## src/rtl/ir_pulse_distance_decoder_top_defines.svh

```systemverilog
// assertion macros for the ir pulse distance decoder
`ifndef IR_PULSE_DISTANCE_DECODER_TOP_DEFINES_SVH
`define IR_PULSE_DISTANCE_DECODER_TOP_DEFINES_SVH
`ifndef NO_ASSERTIONS
// same-cycle implication
`define IRPD_ASSERT_NOW(label, ante, cons) \
    label: assert property (@(posedge clk) disable iff (!rst_n) (ante) |-> (cons)) \
        else $error("irpd: same-cycle check failed");
// next-cycle implication
`define IRPD_ASSERT_NEXT(label, ante, cons) \
    label: assert property (@(posedge clk) disable iff (!rst_n) (ante) |=> (cons)) \
        else $error("irpd: next-cycle check failed");
`else
`define IRPD_ASSERT_NOW(label, ante, cons)
`define IRPD_ASSERT_NEXT(label, ante, cons)
`endif
`endif

```

## src/rtl/irpd_pkg.sv

```systemverilog
package irpd_pkg;

    // register map, word index taken from paddr[3:2]
    typedef enum logic [1:0] {
        REG_FIRST_BYTE  = 2'd0,
        REG_SECOND_BYTE = 2'd1,
        REG_REPEAT_DIV  = 2'd2
    } cfg_reg_t;

    localparam logic [7:0] FIRST_BYTE_RESET  = 8'h00;
    localparam logic [7:0] SECOND_BYTE_RESET = 8'hF7;
    localparam logic [3:0] REPEAT_DIV_RESET  = 4'd4;

    // interval windows, bounds exclusive, in 100 us ticks
    localparam logic [15:0] LEADER_LO  = 16'd108;
    localparam logic [15:0] LEADER_HI  = 16'd118;
    localparam logic [15:0] REPEAT_LO  = 16'd85;
    localparam logic [15:0] REPEAT_HI  = 16'd95;
    localparam logic [15:0] RESTART_LO = 16'd100;
    localparam logic [15:0] RESTART_HI = 16'd120;
    localparam logic [15:0] ONE_LO     = 16'd14;
    localparam logic [15:0] ONE_HI     = 16'd22;

    localparam logic [8:0] CHECK_SUM = 9'd255;
    localparam logic [4:0] LAST_BIT  = 5'd31;

    typedef enum logic {
        KIND_NEW    = 1'b0,
        KIND_REPEAT = 1'b1
    } kind_t;

    function automatic logic in_window(input logic [15:0] v, input logic [15:0] lo,
                                       input logic [15:0] hi);
        in_window = (v > lo) && (v < hi);
    endfunction

endpackage

```

## src/rtl/ir_pulse_distance_decoder_top.sv

```systemverilog
// IR pulse-distance remote decoder. Each input item is the tick count (100 us ticks)
// between successive falling edges of the receiver. While idle, a leader interval opens a
// frame and a repeat interval counts toward re-sending the last good command with
// kind = 1 (every repeat_divisor-th repeat; a divisor of 0 sends on every repeat).
// Inside a frame each interval is a data bit (one-bit window gives 1, else 0), shifted
// in msb first; a restart-window interval clears the assembler. After FRAME_EDGES
// intervals, leader included, the frame closes and the last complete 32-bit word is
// checked: bytes 3 and 2 against the configured address bytes, bytes 1 and 0 must sum
// to 255. A pass gives one result item with the command byte and kind = 0; a frame
// with no fresh word re-checks the previous one. Throughput is one item per clock;
// an item is taken into an input register and decoded from there into the result
// register whenever that register is free or being drained. A result held by
// m_tready low holds the item behind it in the input register, and s_tready drops
// once that register is full. Registers (APB, 32-bit words):
// 0x0 first_byte_expected, 0x4 second_byte_expected, 0x8 repeat_divisor; write them
// only while no item is in flight.
`include "ir_pulse_distance_decoder_top_defines.svh"

module ir_pulse_distance_decoder_top #(
    parameter int FRAME_EDGES = 33
) (
    input  logic        clk,
    input  logic        rst_n,
    // configuration port
    input  logic        psel,
    input  logic        penable,
    input  logic        pwrite,
    input  logic [3:0]  paddr,
    input  logic [31:0] pwdata,
    output logic [31:0] prdata,
    output logic        pready,
    // interval items in
    input  logic        s_tvalid,
    output logic        s_tready,
    input  logic [15:0] s_tdata,   // [15:0] interval_ticks
    // decoded items out
    output logic        m_tvalid,
    input  logic        m_tready,
    output logic [7:0]  m_tdata,   // [7:0] command
    output logic [0:0]  m_tuser    // [0] kind
);

    localparam int EDGE_W = $clog2(FRAME_EDGES + 1);

    // configuration registers
    logic [7:0] first_byte_reg;
    logic [7:0] second_byte_reg;
    logic [3:0] repeat_div_reg;

    // input register
    logic        in_valid_reg;
    logic [15:0] in_ticks_reg;

    // decoder state
    logic              frame_open_reg, frame_open_next;
    logic [EDGE_W-1:0] edges_reg, edges_next;
    logic              active_reg, active_next;
    logic [4:0]        bits_reg, bits_next;
    logic [31:0]       shift_reg, shift_next;
    logic [31:0]       latched_reg, latched_next;
    logic [7:0]        last_cmd_reg, last_cmd_next;
    logic [3:0]        tally_reg, tally_next;

    // result register
    logic                out_valid_reg;
    logic [7:0]          out_cmd_reg;
    irpd_pkg::kind_t     out_kind_reg;

    // decode results of the item in the input register
    logic              advance;
    logic              emit;
    logic [7:0]        emit_cmd;
    irpd_pkg::kind_t   emit_kind;
    logic              is_leader, is_repeat, is_restart, is_one;
    logic [31:0]       shifted;
    logic [31:0]       check_word;
    logic [EDGE_W-1:0] edges_inc;
    logic [3:0]        tally_inc;
    logic [8:0]        byte_sum;
    logic              word_ok;
    logic              cfg_write;

    // ---------------------------------------------------------------- config port
    assign pready    = 1'b1;
    assign cfg_write = psel && penable && pwrite && pready;

    always_ff @(posedge clk or negedge rst_n)
    begin
        if (!rst_n)
        begin
            first_byte_reg  <= irpd_pkg::FIRST_BYTE_RESET;
            second_byte_reg <= irpd_pkg::SECOND_BYTE_RESET;
            repeat_div_reg  <= irpd_pkg::REPEAT_DIV_RESET;
        end
        else if (cfg_write)
        begin
            case (irpd_pkg::cfg_reg_t'(paddr[3:2]))
                irpd_pkg::REG_FIRST_BYTE:  first_byte_reg  <= pwdata[7:0];
                irpd_pkg::REG_SECOND_BYTE: second_byte_reg <= pwdata[7:0];
                irpd_pkg::REG_REPEAT_DIV:  repeat_div_reg  <= pwdata[3:0];
                default:                   ;
            endcase
        end
    end

    always_comb
    begin
        case (irpd_pkg::cfg_reg_t'(paddr[3:2]))
            irpd_pkg::REG_FIRST_BYTE:  prdata = {24'd0, first_byte_reg};
            irpd_pkg::REG_SECOND_BYTE: prdata = {24'd0, second_byte_reg};
            irpd_pkg::REG_REPEAT_DIV:  prdata = {28'd0, repeat_div_reg};
            default:                   prdata = 32'd0;
        endcase
    end

    // ---------------------------------------------------------------- flow control
    // the decode stage moves whenever the result register is free or being drained
    assign advance  = in_valid_reg && (!out_valid_reg || m_tready);
    assign s_tready = !in_valid_reg || advance;

    always_ff @(posedge clk or negedge rst_n)
    begin
        if (!rst_n)
        begin
            in_valid_reg <= 1'b0;
        end
        else if (s_tready)
        begin
            in_valid_reg <= s_tvalid;
        end
    end

    always_ff @(posedge clk)
    begin
        if (s_tvalid && s_tready)
        begin
            in_ticks_reg <= s_tdata;
        end
    end

    // ---------------------------------------------------------------- decode
    assign is_leader  = irpd_pkg::in_window(in_ticks_reg, irpd_pkg::LEADER_LO,
                                            irpd_pkg::LEADER_HI);
    assign is_repeat  = irpd_pkg::in_window(in_ticks_reg, irpd_pkg::REPEAT_LO,
                                            irpd_pkg::REPEAT_HI);
    assign is_restart = irpd_pkg::in_window(in_ticks_reg, irpd_pkg::RESTART_LO,
                                            irpd_pkg::RESTART_HI);
    assign is_one     = irpd_pkg::in_window(in_ticks_reg, irpd_pkg::ONE_LO,
                                            irpd_pkg::ONE_HI);

    assign shifted   = {shift_reg[30:0], is_one};
    assign edges_inc = edges_reg + EDGE_W'(1);
    assign tally_inc = tally_reg + 4'd1;

    // the check sees a word latched by this very item, else the one latched before
    assign check_word = (active_reg && !is_restart && (bits_reg == irpd_pkg::LAST_BIT))
                      ? shifted : latched_reg;
    assign byte_sum = {1'b0, check_word[15:8]} + {1'b0, check_word[7:0]};
    assign word_ok  = (check_word[31:24] == first_byte_reg)
                   && (check_word[23:16] == second_byte_reg)
                   && (byte_sum == irpd_pkg::CHECK_SUM);

    always_comb
    begin
        frame_open_next = frame_open_reg;
        edges_next      = edges_reg;
        active_next     = active_reg;
        bits_next       = bits_reg;
        shift_next      = shift_reg;
        latched_next    = latched_reg;
        last_cmd_next   = last_cmd_reg;
        tally_next      = tally_reg;
        emit            = 1'b0;
        emit_cmd        = last_cmd_reg;
        emit_kind       = irpd_pkg::KIND_NEW;

        if (advance)
        begin
            if (!frame_open_reg)
            begin
                if (is_leader)
                begin
                    // leader opens the frame and restarts the assembler
                    frame_open_next = 1'b1;
                    edges_next      = EDGE_W'(1);
                    active_next     = 1'b1;
                    bits_next       = 5'd0;
                    shift_next      = 32'd0;
                end
                else if (is_repeat)
                begin
                    bits_next = 5'd0;
                    if (tally_inc < repeat_div_reg)
                    begin
                        tally_next = tally_inc;
                    end
                    else
                    begin
                        tally_next = 4'd0;
                        emit       = 1'b1;
                        emit_kind  = irpd_pkg::KIND_REPEAT;
                    end
                end
            end
            else
            begin
                // bit assembler
                if (is_restart)
                begin
                    active_next = 1'b1;
                    bits_next   = 5'd0;
                    shift_next  = 32'd0;
                end
                else if (active_reg)
                begin
                    if (bits_reg == irpd_pkg::LAST_BIT)
                    begin
                        latched_next = shifted;
                        shift_next   = 32'd0;
                        bits_next    = 5'd0;
                        active_next  = 1'b0;
                    end
                    else
                    begin
                        shift_next = shifted;
                        bits_next  = bits_reg + 5'd1;
                    end
                end
                else
                begin
                    shift_next = 32'd0;
                    bits_next  = 5'd0;
                end

                // frame length and end-of-frame check
                if (edges_inc < EDGE_W'(FRAME_EDGES))
                begin
                    edges_next = edges_inc;
                end
                else
                begin
                    frame_open_next = 1'b0;
                    edges_next      = '0;
                    tally_next      = 4'd0;
                    if (word_ok)
                    begin
                        last_cmd_next = check_word[15:8];
                        emit          = 1'b1;
                        emit_cmd      = check_word[15:8];
                        emit_kind     = irpd_pkg::KIND_NEW;
                    end
                end
            end
        end
    end

    always_ff @(posedge clk or negedge rst_n)
    begin
        if (!rst_n)
        begin
            frame_open_reg <= 1'b0;
            edges_reg      <= '0;
            active_reg     <= 1'b0;
            bits_reg       <= 5'd0;
            shift_reg      <= 32'd0;
            latched_reg    <= 32'd0;
            last_cmd_reg   <= 8'd0;
            tally_reg      <= 4'd0;
        end
        else
        begin
            frame_open_reg <= frame_open_next;
            edges_reg      <= edges_next;
            active_reg     <= active_next;
            bits_reg       <= bits_next;
            shift_reg      <= shift_next;
            latched_reg    <= latched_next;
            last_cmd_reg   <= last_cmd_next;
            tally_reg      <= tally_next;
        end
    end

    // ---------------------------------------------------------------- result register
    always_ff @(posedge clk or negedge rst_n)
    begin
        if (!rst_n)
        begin
            out_valid_reg <= 1'b0;
        end
        else if (advance)
        begin
            out_valid_reg <= emit;
        end
        else if (m_tready)
        begin
            out_valid_reg <= 1'b0;
        end
    end

    always_ff @(posedge clk)
    begin
        if (advance && emit)
        begin
            out_cmd_reg  <= emit_cmd;
            out_kind_reg <= emit_kind;
        end
    end

    assign m_tvalid   = out_valid_reg;
    assign m_tdata    = out_cmd_reg;
    assign m_tuser[0] = out_kind_reg;

    // ---------------------------------------------------------------- checks
    // edge count only runs inside a frame
    `IRPD_ASSERT_NOW(a_edges_idle, !frame_open_reg, edges_reg == '0)
    // an idle assembler holds no partial bit count
    `IRPD_ASSERT_NOW(a_bits_idle, !active_reg, bits_reg == 5'd0)
    // a pending new-press result is the remembered command
    `IRPD_ASSERT_NOW(a_cmd_kept, m_tvalid && !m_tuser[0], m_tdata == last_cmd_reg)
    // an accepted item lands in the input register
    `IRPD_ASSERT_NEXT(a_in_loaded, s_tvalid && s_tready, in_valid_reg)

endmodule

```

## config.mk

```make
export PLATFORM = sky130hd
export DESIGN_NAME = ir_pulse_distance_decoder_top
export DESIGN_NICKNAME = d
export VERILOG_FILES = /design/src/rtl/irpd_pkg.sv /design/src/rtl/ir_pulse_distance_decoder_top.sv
export VERILOG_INCLUDE_DIRS = /design/src /design/src/rtl
export SDC_FILE = /design/constraint.sdc
export NUM_CORES = 1
export LEC_CHECK = 0
export ABC_AREA = 1
export BUFFER_PORTS_ARGS = -buffer_cell sky130_fd_sc_hd__buf_4
export CELL_PAD_IN_SITES_DETAIL_PLACEMENT = 1
export CELL_PAD_IN_SITES_GLOBAL_PLACEMENT = 2
export CORE_ASPECT_RATIO = 1.2
export CORE_UTILIZATION = 25
export CTS_BUF_LIST = sky130_fd_sc_hd__clkbuf_4 sky130_fd_sc_hd__clkbuf_8 sky130_fd_sc_hd__clkbuf_16
export DETAILED_ROUTE_END_ITERATION = 8
export GPL_TIMING_DRIVEN = 0
export HOLD_SLACK_MARGIN = 0.1
export PLACE_DENSITY_LB_ADDON = 0.1
export SLEW_MARGIN = 20
export SYNTH_ARGS = -nofsm -noshare
export SYNTH_HDL_FRONTEND = slang
export SYNTH_SLANG_ARGS = --single-unit
```

## constraint.sdc

```tcl
create_clock -name clk -period 6.6 [get_ports clk]
set_input_delay 0.99 -clock clk [delete_from_list [all_inputs] [get_ports clk]]
set_output_delay 0.99 -clock clk [all_outputs]
set_load 0.02 [all_outputs]
```

# [Word-level counts from Yosys, hierarchy flattened]
# Index checks and enable logic that the tools add are counted.
[totals] regBits=135 wordCells=113
[classes] n_reduce_logical=31 add_sub_neg=4 magnitude_cmp=10 mux=42 n_eq_ne=8 n_bitwise=2
[ops] cell="31-bit two-way mux" n=5
[ops] cell="16-bit by 7-bit greater-than comparator with 1-bit output (second input constant)" n=3
[ops] cell="16-bit by 7-bit less-than comparator with 1-bit output (second input constant)" n=3
[ops] cell="32-bit two-way mux" n=1
[ops] cell="8-bit two-way mux" n=4
[ops] cell="5-bit two-way mux" n=6
[ops] cell="8-bit one-hot mux with 3 select lines" n=1
[ops] cell="4-bit two-way mux" n=5
[ops] cell="6-bit two-way mux" n=3
[ops] cell="1-bit two-way mux" n=17
[ops] cell="8-bit equality test" n=2
[ops] cell="16-bit by 4-bit greater-than comparator with 1-bit output (second input constant)" n=1
[ops] cell="16-bit by 5-bit less-than comparator with 1-bit output (second input constant)" n=1
[ops] cell="1-bit logical AND" n=13
[ops] cell="2-bit AND reduction" n=5
[ops] cell="8-bit by 8-bit adder with 9-bit output" n=1
[ops] cell="9-bit by 8-bit equality test with 1-bit output (second input constant)" n=1
[ops] cell="6-bit by 1-bit adder with 6-bit output (second input constant)" n=1
[ops] cell="6-bit less-than comparator (second input constant)" n=1
[ops] cell="2-bit nonzero test" n=3
[ops] cell="5-bit by 1-bit adder with 5-bit output (second input constant)" n=1
[ops] cell="5-bit equality test (second input constant)" n=1
[ops] cell="5-bit AND reduction" n=1
[ops] cell="4-bit by 1-bit adder with 4-bit output (second input constant)" n=1
[ops] cell="other kinds (11)" n=16

# [Longest topological paths before layout]
# Gate-level depths: netlist (run 1).
[depth] ltp_word=14 depth_mapped=30

# [Worst setup path before layout (run 1)]
# OpenSTA, ideal clock, no wires.
[synth_path] kind="register to register" startpoint="register bits_reg[0]" endpoint="register out_cmd_reg[0] (netlist: m_tdata[0]), enable pin" setup_slack_ns=2.479 required_ns=6.266 stages_incl_launch_ff=31 n_path_buf=3 setup_time_ns=0.334 t_arrival_ns=3.787 synth_period_minus_slack_ns=4.121 path_cell_list="dfrtp_1 -> ha_1 -> nand2_1 -> nor2_1 -> ha_1 -> nand2_1 -> o21bai_4 -> buf_6 -> buf_2 -> clkbuf_1 -> nand2_1 -> o21ai_0 -> ha_1 -> inv_1 -> fa_1 -> inv_1 -> nand3_1 -> nand2_1 -> nand2_1 -> nand2_1 -> nand2_1 -> nand2_1 -> xor2_1 -> nand2_1 -> nor2_1 -> nand2_1 -> nor2_2 -> nand2_2 -> clkinv_4 -> nand2_1 -> nand2_1"
[synth_between] elab_chain_len=11
[synth_rtl] item="from (decl)" line="ir_pulse_distance_decoder_top.sv:58" text="logic [4:0] bits_reg, bits_next;"
[synth_rtl] item="from (signal assigned)" line="ir_pulse_distance_decoder_top.sv:275" text="bits_reg <= bits_next;"
[synth_rtl] item="5-bit equality test *" line="ir_pulse_distance_decoder_top.sv:156" text="assign check_word = (active_reg && !is_restart && (bits_reg == irpd_pkg::LAST_BIT))"
[synth_rtl] item="1-bit logical AND *" line="ir_pulse_distance_decoder_top.sv:156"
[synth_rtl] item="32-bit two-way mux *" line="ir_pulse_distance_decoder_top.sv:157" text="? shifted : latched_reg;"
[synth_rtl] item="8-bit by 8-bit adder with 9-bit output, or another cell as far along" line="ir_pulse_distance_decoder_top.sv:158" text="assign byte_sum = {1'b0, check_word[15:8]} + {1'b0, check_word[7:0]};"
[synth_rtl] item="9-bit by 8-bit equality test with 1-bit output or 1-bit logical AND (tied branches)" line="ir_pulse_distance_decoder_top.sv:161, ir_pulse_distance_decoder_top.sv:160"
[synth_rtl] item="1-bit logical AND *" line="ir_pulse_distance_decoder_top.sv:161" text="&& (byte_sum == irpd_pkg::CHECK_SUM);"
[synth_rtl] item="1-bit two-way mux *" line="ir_pulse_distance_decoder_top.sv:245" text="if (word_ok)"
[synth_rtl] item="1-bit two-way mux *" line="ir_pulse_distance_decoder_top.sv:236" text="if (edges_inc < EDGE_W'(FRAME_EDGES))"
[synth_rtl] item="1-bit two-way mux *" line="ir_pulse_distance_decoder_top.sv:179" text="if (!frame_open_reg)"
[synth_rtl] item="1-bit two-way mux *" line="ir_pulse_distance_decoder_top.sv:177" text="if (advance)"
[synth_rtl] item="1-bit logical AND *" line="ir_pulse_distance_decoder_top.sv:302" text="if (advance && emit)"
[synth_rtl] item="to (signal assigned)" line="ir_pulse_distance_decoder_top.sv:304" text="out_cmd_reg <= emit_cmd;"
[synth_rtl] item="to (decl)" line="ir_pulse_distance_decoder_top.sv:66" text="logic [7:0] out_cmd_reg;"
# Mark *: on every way between the ends. The rest lies on a longest branch, timed or not.
# A chain may end at the register's enable or synchronous reset.

# [Final worst setup path (run 1)]
[layout_path] startpoint="register bits_reg[0]" endpoint="register out_cmd_reg[3] (netlist: m_tdata[3]), enable pin"
# The elaborated chain is that of the path after synthesis.

==> flow_metrics.py, run 1 <==
metrics = {
    "critical_path": {
        "crit_slowest_cell": "clkbuf_1",
        "reg2reg_setup_slack_ps": 1440,
        "worst_path_dominant_cell_family": "simple AND/OR/NAND/NOR gates",
        "cp.required_ps": 6690,
        "critPathBufInv": 6,
        "critical_path.endpoint_type": "flop",
        "critPathArrivalTime_ps": 5250,
        "critical_path.startpoint_type": "flop",
        "r2r-start": "bits_reg[0]",
        "r2r.worst_path.cells": 30,
        "worstReg2RegEnd": "m_tdata[3]",
        "path_common_cell": "nand2_1",
        "crit_fanout": 10,
        "path_class": "flop to flop",
        "slowest_delay_ps": 400,
    },
    "die": {
        "coreArea_sq_um": 28000,
        "die-area_sq_um": 29160,
        "start_util": 0.2543,
        "die_x_um": 156.1,
        "num_rows": 67,
        "pin_count": 103,
        "fp.dieH_um": 186.9,
    },
    "global_routing": {
        "number_of_antenna_violations_at_the_first_check_in_global_routing": 0,
        "number_of_global_route_vias_before_repair": 6298,
        "globalRouteTotalUtil": 0.1644,
        "overflow": 0,
        "grt_pass1_wl_mm": 36.20,
        "grt_max_degree": 68,
    },
    "sta": {
        "final.setup_skew_ps": 13.15,
        "setup_viol": 0,
        "worst_slew_pin_slew_ps": 625.8,
        "finalWorstPathRequiredPeriod_ps": 5158,
        "rsz0062_at_grt": "no",
        "number_of_slew_limit_violations_in_the_final_report": 0,
        "fin_setup_tns_ps": 0,
        "hold_violations": 0,
        "timing.final.crit_share": 0.7815,
        "timing.fmax_mhz": 193.9,
        "setup_slack_ps": 1442,
        "timing.slew.headroom": 0.5828,
    },
    "placement": {
        "place_congestion": 0.7482,
        "detailedPlacementHpwl_mm": 16.89,
        "port_buffers": 51,
        "preCtsSetupSlack_ps": 1296,
    },
    "finish": {
        "final_common_cell": "nand2_1",
        "num-nets-final": 1055,
        "antenna_cells_inserted": 0,
        "most-common-layout-cells": "216 x nand2_1, 123 x inv_1, 114 x nand3_1, 114 x o21ai_0, 102 x dfrtp_1",
        "area_delta_synth_final_pct": 21.72,
        "number_of_flip_flops_under_the_largest_register_name": 32,
        "drive_above_1_share": 0.1462,
    },
    "clock_tree": {
        "cts.path.max_buffers": 2,
        "cts-hold-fix-buffers": 0,
        "cts_setup_buffers": 0,
        "clkTransAtPathRegs_ps": 60,
        "clock_tree.htree_level_count": 4,
        "tritoncts.num_buffers": 17,
        "clock_tree_from_tritoncts": "yes",
        "worstSkewPairLatency_ps": 440,
        "cts_num_sinks": 135,
        "clock-root-buffer": "clkbuf_16",
        "post_cts_resized": 0,
    },
    "yosys": {
        "synth_xor_area_frac": 0.006151,
        "synth.top_cell.area_share": 0.3585,
        "dominant_combinational_cell_family_by_area_after_synthesis": "simple AND/OR/NAND/NOR gates",
        "yosysTopAreaCell": "dfrtp_1",
        "netlist_top_cells_area": "dfrtp_1 36%, nand2_1 11%, edfxtp_1 11%",
        "synth.yosys.warnings": 0,
        "multiplexer_share_of_the_synthesized_area": 0,
        "yosysSeqAreaShare": 0.4935,
        "ys_seq_elements": 135,
        "synth-simple-area-share": 0.2439,
        "synth_area_per_cell_sq_um": 8.035,
        "synth_cell_type_count": 39,
        "synth_compound_gate_area_share": 0.1127,
        "syn_area_sq_um": 7119,
        "synth_adder_area_share": 0.02917,
        "post_synthesis_instance_total": 886,
    },
    "routing": {
        "vias_per_cell": 4.335,
        "detail_route.first_pass.iterations": 5,
        "drc_violation_count_after_routing": 0,
        "postRouteAntennaNets": 0,
        "vias": 5943,
        "drt_first_iter_violations": 226,
        "finalWirelength_mm": 22.05,
        "wire_per_inst_um": 16.08,
    },
    "worst_hold_path": {
        "hold_path_class": "primary input to async pin",
    },
    "job": {
        "max-cap-violations": 0,
    },
    "power_and_ir_drop": {
        "power_leakage_uw": 0.004075,
        "power_per_cell_area_nw_per_um2": 264.2,
        "ir_worst_vdd_mv": 0.1019,
    },
    "run_status": {
        "status": "completed",
    },
}
==> metrics by stage <==
step | instance area (sq um) | utilization | power (uW) | cells | hold WS, ps
2_1_floorplan | 7206 | - | 1220 | 909 | 453.0
3_3_place_gp | 8063 | 0.2880 | 1368 | 1339 | 467.3
3_5_place_dp | 8098 | 0.2892 | 1374 | 1340 | 473.8
4_1_cts | 8666 | 0.3095 | 2335 | 1371 | 455.1
5_1_grt | 8666 | 0.3095 | 2423 | 1371 | 470.1
6_report | 8666 | 0.3095 | 2290 | 1371 | 450.6
==> layer usage <==
metal,vias to the layer above,track usage,part of all wire
met5,-,0,0
met4,0,0.05090,0.012
met3,17,0.02665,0.023
met2,76,0.2802,0.50
met1,2841,0.2111,0.47
li1,3009,-,-
==> cell families (layout without fill, tap and decap cells) <==
logic type	count (synthesis)	after routing
XOR/XNOR	5	5
AO/OA/AOI/OAI	147	147
AND/OR/NAND/NOR	401	401
adder cells (fa/ha/maj)	16	16
buffers and inverters	180	263
other	2	25
flip-flops	135	135
==> synthesized netlist by cell type (all sizes together) <==
cell type	number
a21o	2
a21oi	10
a311oi	1
a31oi	2
and3	1
buf	37
clkbuf	16
clkinv	2
conb	2
dfrtp	102
dfstp	8
edfxtp	25
fa	1
ha	15
inv	125
nand2	220
nand3	115
nand3b	4
nand4	5
nor2	47
nor3	5
nor3b	1
nor4	1
o211ai	2
o21ai	114
o21bai	9
o221ai	3
o22ai	4
or2	2
xor2	5
==> area by class of cell <==
cell class	count	area [sq um]
Timing Repair Buffer	52	417.9
Sequential cell	135	3513
Clock inverter	5	50.05
Buffer	53	326.6
Clock buffer	26	518.0
Fill cell	3436	19330
Multi-Input combinational cell	594	2884
Inverter	127	481.7
Tap cell	379	474.2
==> how the worst max path moves through the flow <==
| stage | end | startpoint | cells past startpoint |
|---|---|---|---|
| floorplan | m_tdata[0] | bits_reg[0] | 30 |
| global placement | m_tdata[5] | bits_reg[0] | 30 |
| detailed placement | m_tdata[5] | bits_reg[0] | 30 |
| CTS | m_tdata[3] | bits_reg[0] | 30 |
| global route | m_tdata[3] | bits_reg[0] | 30 |
| finish | m_tdata[3] | bits_reg[0] | 30 |
==> where the power goes <==
part / internal, uW / switching [uW]
Combinational: 126 / 237
Clock: 574 / 366
Sequential: 927 / 59.4
Power figures use the tool's default switching activity.
==> run 2: changes to the inputs <==
ABC_AREA = 0   (was 1)
clock period = 5 ns   (was 6.6 ns; I/O delays follow)
==> run 2 against run 1 <==
  * Worst setup slack worse by 1200 ps
  * Clock power increased by 50%
  * Clock-buffer cell count decreased by 6
  * Critical path depth decreased by 12
  * First-iteration DRC count shrank 0.44%
  * Final cell count fell by 18%
  * Clock skew decreased by 4.8 ps
  * Highest routed layer unchanged
==> flow_metrics.py, run 2 <==
metrics = {
    "routing": {
        "drc_violation_count_after_routing": 0,
        "vias_per_cell": 4.690,
        "wl_met3_um": 502,
        "sum_of_met2_wire_segment_lengths_after_detailed_routing_mm": 11.25,
        "vias": 5286,
        "top_layer": "met4",
        "detail_route.first_pass.iterations": 4,
        "finalWirelength_mm": 21.39,
        "postRouteAntennaNets": 0,
        "wire_per_inst_um": 18.98,
        "detail_route.wirelength.met1_mm": 9.087,
        "drt_first_iter_violations": 225,
    },
    "sta": {
        "number_of_slew_limit_violations_in_the_final_report": 0,
        "fin_setup_tns_ps": 0,
        "hold_violations": 0,
        "worst_slew_pin_slew_ps": 960.1,
        "setup_viol": 0,
        "timing.fmax_mhz": 211.9,
        "timing.slew.headroom": 0.3600,
        "finalWorstPathRequiredPeriod_ps": 4720,
        "fin_worst_hold_slack_ps": 254.0,
        "final.setup_skew_ps": 8.337,
        "timing.final.crit_share": 0.9441,
    },
    "critical_path": {
        "critical_path.endpoint_type": "flop",
        "worst_path_dominant_cell_family": "simple AND/OR/NAND/NOR gates",
        "path_class": "flop to flop",
        "cp.required_ps": 5170,
        "crit_slowest_cell": "dfrtp_1",
        "critPathBufInv": 3,
        "crit_chain": "ha_2 > and3_1 > ha_1 > and2_4 > o21ai_4 > buf_8 > buf_8 > mux2_4 > ha_1 > inv_1 > fa_1 > nor2_1 > o311ai_0 > nor4_1 > nand4_1 > nor4_4 > nand4b_4 > mux2_4",
        "slowest_delay_ps": 410,
        "critical_path.startpoint_type": "flop",
        "crit_fanout": 10,
        "critPathArrivalTime_ps": 4890,
    },
    "global_routing": {
        "number_of_antenna_violations_at_the_first_check_in_global_routing": 0,
        "grt_max_degree": 66,
        "overflow": 0,
        "number_of_global_route_vias_before_repair": 5609,
        "grt_pass1_wl_mm": 33.24,
        "globalRouteTotalUtil": 0.1571,
    },
    "yosys": {
        "synth_cell_type_count": 65,
        "synth.top_cell.area_share": 0.3635,
        "yosys-top-cells-count": "102 x dfrtp_1, 65 x mux2_2, 54 x nand2_1, 45 x o21ai_0, 29 x inv_1",
        "synth-edff-count": 25,
        "synth.most_common_cell": "dfrtp_1",
        "synth_top_flop_cell": "dfrtp_1",
        "post_synthesis_instance_total": 635,
        "syn_area_sq_um": 7022,
        "synth_area_per_cell_sq_um": 11.06,
        "ys_seq_elements": 135,
        "netlist_top_cells_area": "dfrtp_1 36%, edfxtp_1 11%, mux2_2 10%",
        "synth.yosys.warnings": 0,
        "postSynth.asyncResetShare": 0.8148,
        "yosysTopAreaCell": "dfrtp_1",
        "yosysSeqAreaShare": 0.5004,
    },
    "finish": {
        "most-common-layout-cells": "102 x dfrtp_1, 86 x buf_4, 63 x mux2_2",
        "area_occupied_by_multi_input_gates_sq_um": 3269,
        "antenna_cells_inserted": 0,
        "drive_above_1_share": 0.2802,
        "final_common_cell": "dfrtp_1",
        "num-nets-final": 815,
        "number_of_flip_flops_under_the_largest_register_name": 32,
        "area_delta_synth_final_pct": 25.25,
        "nFillCells": 3046,
        "layout.area.seq_sq_um": 3513,
    },
    "clock_tree": {
        "clkTransAtPathRegs_ps": 60,
        "clock-root-buffer": "clkbuf_16",
        "cts_num_sinks": 135,
        "clock_tree_from_tritoncts": "yes",
        "tritoncts.num_buffers": 17,
        "worstSkewPairLatency_ps": 430,
        "cts.path.max_buffers": 2,
        "clock_tree.htree_level_count": 4,
    },
    "power_and_ir_drop": {
        "power_leakage_uw": 0.003973,
        "ir_worst_vdd_mv": 0.1917,
        "power_per_cell_area_nw_per_um2": 346.7,
        "report.power.total_uw": 3049,
    },
    "placement": {
        "detailedPlacementHpwl_mm": 16.09,
        "port_buffers": 51,
        "place_congestion": 0.8087,
    },
    "die": {
        "start_util": 0.2569,
        "die_x_um": 155.0,
        "fp.dieH_um": 185.6,
        "die-area_sq_um": 28760,
        "pin_count": 103,
        "num_rows": 66,
        "coreArea_sq_um": 27330,
    },
    "run_status": {
        "status": "completed",
    },
    "worst_hold_path": {
        "hold_path_class": "primary input to async pin",
    },
    "job": {
        "max-cap-violations": 0,
    },
}
==> run 2: cell count changes in the layout (fill, tap and decap cells not counted), moves of 9 or more <==
| cell | change |
|---|---|
| a22o_1 | +28 |
| buf_4 | +11 |
| inv_1 | -94 |
| mux2_2 | +63 |
| mux2i_1 | +13 |
| nand2_1 | -162 |
| nand2b_1 | +9 |
| nand3_1 | -102 |
| nor2_1 | -19 |
| nor2b_1 | +20 |
| nor3_1 | +10 |
| o21ai_0 | -70 |
==> run 2: final cells by class <==
cell class,instances,area share
flip-flops and latches,135,0.3995
multi-input cells,451,0.3717
repair buffers,63,0.05648
well taps,374,0.05321
clock buffers,20,0.05235
plain buffers,43,0.03201
clock inverters,12,0.02234
inverters,29,0.01238
==> run 2: metrics by stage <==
stage | setup WS (ps) | area [sq um] | utilization | instances
after global routing | -7.658 | 8795 | 0.3218 | 1127
final | 279.7 | 8795 | 0.3218 | 1127
after global placement | -1036 | 7959 | 0.2912 | 1083
after CTS | 3.143 | 8712 | 0.3187 | 1119
after floorplan | 391.3 | 7108 | - | 658
after detailed placement | -652.2 | 7994 | 0.2925 | 1084
==> run 2: kinds of logic (layout without fill, tap and decap cells) <==
kind of cell / after synthesis / in the layout / synth area share
and+or+nand+nor: 173 / 173 / 0.1351
AOI/OAI and AO/OA: 144 / 145 / 0.1404
DFF: 135 / 135 / 0.5004
muxes: 78 / 78 / 0.1228
buffers and inverters: 73 / 167 / 0.05328
adders and majority gates: 16 / 16 / 0.02958
xor gates and xnor gates: 14 / 14 / 0.01746
other: 2 / 25 / 0.001070
==> run 2: worst reg2reg max path: cells and delay by family, from the launching register on <==
family,cells,cell delay (ps)
AND/OR/NAND/NOR,7,1720
adder cells (fa/ha/maj),4,1040
multiplexers,2,720
flip-flops,1,410
buffers and inverters,3,360
AO/OA/AOI/OAI,2,230
==> run 2: path summary, 6_finish.rpt <==
| path | depth (start not counted) | endpoint | slack, ps | startpoint |
|---|---|---|---|---|
| min reg2reg | 2 | bits_reg[4] | 500 | bits_reg[4] |
| max reg2reg | 18 | m_tdata[6] | 280 | bits_reg[0] |
| min in group clk | 2 | bits_reg[4] | 500 | bits_reg[4] |
| max | 18 | m_tdata[6] | 280 | bits_reg[0] |
| min | 1 | latched_reg[11] | 250 | rst_n |
| max in group asynchronous | 2 | repeat_div_reg[2] | 4000 | rst_n |
==> run 2: what timing repair did <==
item	4_1_cts	5_1_grt
gates cloned	1	0
hold buffers	0	0
pin swaps	6	5
setup endpoints to repair	26	25
resized for setup	7	7
buffers inserted	3	8
==> run 2: power by group <==
part	internal, uW	switching, uW	total [uW]	leakage [uW]
clock	916	495	1410	0.000318
combinational	144	208	352	0.00200
sequential	1190	91.5	1290	0.00165
==> run 2: metal layers <==
| metal | vias up | GRT usage |
|---|---|---|
| met2 | 93 | 0.2814 |
| met5 | - | 0 |
| met4 | 0 | 0.06772 |
| li1 | 2485 | - |
| met3 | 27 | 0.02631 |
| met1 | 2681 | 0.1842 |
==> run 3: changes to the inputs <==
CORE_MARGIN = 2   (was not set)
==> run 3 against run 2 <==
  * Sequential power is essentially flat
  * Via count shrank 0.76%
  * Worst hold slack better by 79 ps
  * Largest power group is now registers
  * Flip-flop and latch count unchanged
  * Sequential share of layout area up 0.42 points
  * Wire length is 0.71% lower
  * Combinational power shrank 2%
  * Worst setup slack gained 48 ps
  * Power is 7.3% lower
  * Register-to-register slack gained 50 ps
  * Die area rose by 2.4%
==> flow_metrics.py, run 3 (synthesized netlist as in run 2, its figures left out) <==
metrics = {
    "clock_tree": {
        "cts_num_sinks": 135,
        "clkTransAtPathRegs_ps": 60,
        "clock_tree.htree_level_count": 4,
        "worstSkewPairLatency_ps": 430,
        "clock_tree_from_tritoncts": "yes",
        "cts-hold-fix-buffers": 0,
        "tritoncts.num_buffers": 17,
        "cts.path.max_buffers": 2,
        "clock-root-buffer": "clkbuf_16",
    },
    "die": {
        "die_x_um": 157.0,
        "pin_count": 103,
        "die-area_sq_um": 29450,
        "coreArea_sq_um": 27750,
        "num_rows": 67,
        "fp.dieH_um": 187.6,
        "start_util": 0.2531,
    },
    "placement": {
        "place_congestion": 0.8487,
        "preCtsSetupSlack_ps": -524.8,
        "port_buffers": 51,
        "detailedPlacementHpwl_mm": 16.19,
    },
    "finish": {
        "final_common_cell": "dfrtp_1",
        "antenna_cells_inserted": 0,
        "area_delta_synth_final_pct": 23.95,
        "fin_util": 0.3137,
        "number_of_flip_flops_under_the_largest_register_name": 32,
        "num-nets-final": 816,
        "most-common-layout-cells": "102 x dfrtp_1, 87 x buf_4, 63 x mux2_2",
        "drive_above_1_share": 0.2838,
    },
    "critical_path": {
        "r2r-start": "bits_reg[0]",
        "r2r.worst_path.cells": 18,
        "critical_path.startpoint_type": "flop",
        "critical_path.endpoint_type": "flop",
        "crit_fanout": 10,
        "path_class": "flop to flop",
        "critPathArrivalTime_ps": 4850,
        "cp.required_ps": 5180,
        "crit_start": "bits_reg[0]",
    },
    "job": {
        "max-cap-violations": 0,
    },
    "sta": {
        "timing.slew.headroom": 0.4383,
        "finalWorstPathRequiredPeriod_ps": 4672,
        "final.setup_skew_ps": 9.693,
        "setup_viol": 0,
        "hold_violations": 0,
        "worst_slew_pin_slew_ps": 840.7,
        "fin_worst_hold_slack_ps": 333.4,
        "timing.fmax_mhz": 214.0,
        "rsz0062_at_grt": "no",
        "fin_setup_tns_ps": 0,
        "number_of_slew_limit_violations_in_the_final_report": 0,
        "timing.final.crit_share": 0.9344,
        "setup_slack_ps": 328.1,
    },
    "power_and_ir_drop": {
        "power.share.clock": 0.424,
        "switching_share_of_total_power": 0.2798,
        "p_seq_frac": 0.454,
        "combinational_share_of_power": 0.122,
        "internal_power_uw": 2035,
        "power_per_cell_area_nw_per_um2": 324.7,
        "power_leakage_uw": 0.003928,
        "report.power.total_uw": 2826,
        "ir_worst_vdd_mv": 0.2044,
        "p_switching_uw": 790.7,
    },
    "routing": {
        "postRouteAntennaNets": 0,
        "detail_route.first_pass.iterations": 4,
        "wire_per_inst_um": 18.74,
        "finalWirelength_mm": 21.24,
        "vias_per_cell": 4.630,
        "drc_violation_count_after_routing": 0,
        "drt_first_iter_violations": 232,
        "vias": 5246,
    },
    "global_routing": {
        "globalRouteTotalUtil": 0.1529,
        "number_of_antenna_violations_at_the_first_check_in_global_routing": 0,
        "number_of_global_route_vias_before_repair": 5775,
        "grt_max_degree": 69,
        "overflow": 0,
        "grt_pass1_wl_mm": 33.71,
    },
    "run_status": {
        "status": "completed",
    },
    "worst_hold_path": {
        "hold_path_class": "primary input to async pin",
    },
}
run 3: routing by layer:
layer | vias to the layer above | track usage | wire [um]
met4 | 0 | 0.05222 | 459
li1 | 2488 | - | -
met3 | 27 | 0.03328 | 532
met2 | 74 | 0.2689 | 11190
met1 | 2657 | 0.1828 | 9054
met5 | - | 0 | 0
run 3: final timing paths:
kind	endpoint	slack, ps
max	m_tdata[2]	330
min	latched_reg[11]	330
max reg2reg	m_tdata[2]	330
min reg2reg	last_cmd_reg[5]	490
max in group asynchronous	second_byte_reg[1]	3930
min in group clk	last_cmd_reg[5]	490
run 3: area by class of cell:
type / count / area [sq um]
fillers: 3122 / 19040
flip-flops and latches: 135 / 3513
multi-input cells: 450 / 3256
repair buffers: 65 / 515.5
well taps: 379 / 474.2
clock buffers: 19 / 446.7
plain buffers: 43 / 281.5
inverters: 29 / 108.9
clock inverters: 13 / 107.6
run 3: repair_timing:
item,in CTS,in global routing
pin swaps,7,5
gates resized for setup,7,7
cloned,0,0
setup buffers,2,10
setup endpoints to repair,26,25
run 3: worst max-delay path, stage by stage (launching register included):
cell and delay (ps):
dfrtp_1 410, ha_2 210, and3_1 200, ha_2 190, and2_4 200, o21ai_4 100
buf_8 150, buf_8 140, mux2_4 330, ha_1 200, inv_1 60, fa_1 420
nor2_1 100, o311ai_0 140, nor4_1 300, nand4_1 220, nor4_4 360, nand4b_4 290
mux2_4 390
run 3: per-stage QoR:
step | instances | instance area [sq um]
floorplan | 658 | 7108
global placement | 1088 | 7965
detailed placement | 1090 | 8011
CTS | 1123 | 8607
global route | 1133 | 8703
finish | 1133 | 8703
run 3: power by group through the flow:
stage / Sequential (uW) / Combinational, uW / Clock (uW)
global placement: 1300 / 343 / 0
global route: 1290 / 388 / 1290
floorplan: 1260 / 226 / 0
detailed placement: 1300 / 349 / 0
CTS: 1280 / 352 / 1240
finish: 1280 / 345 / 1200
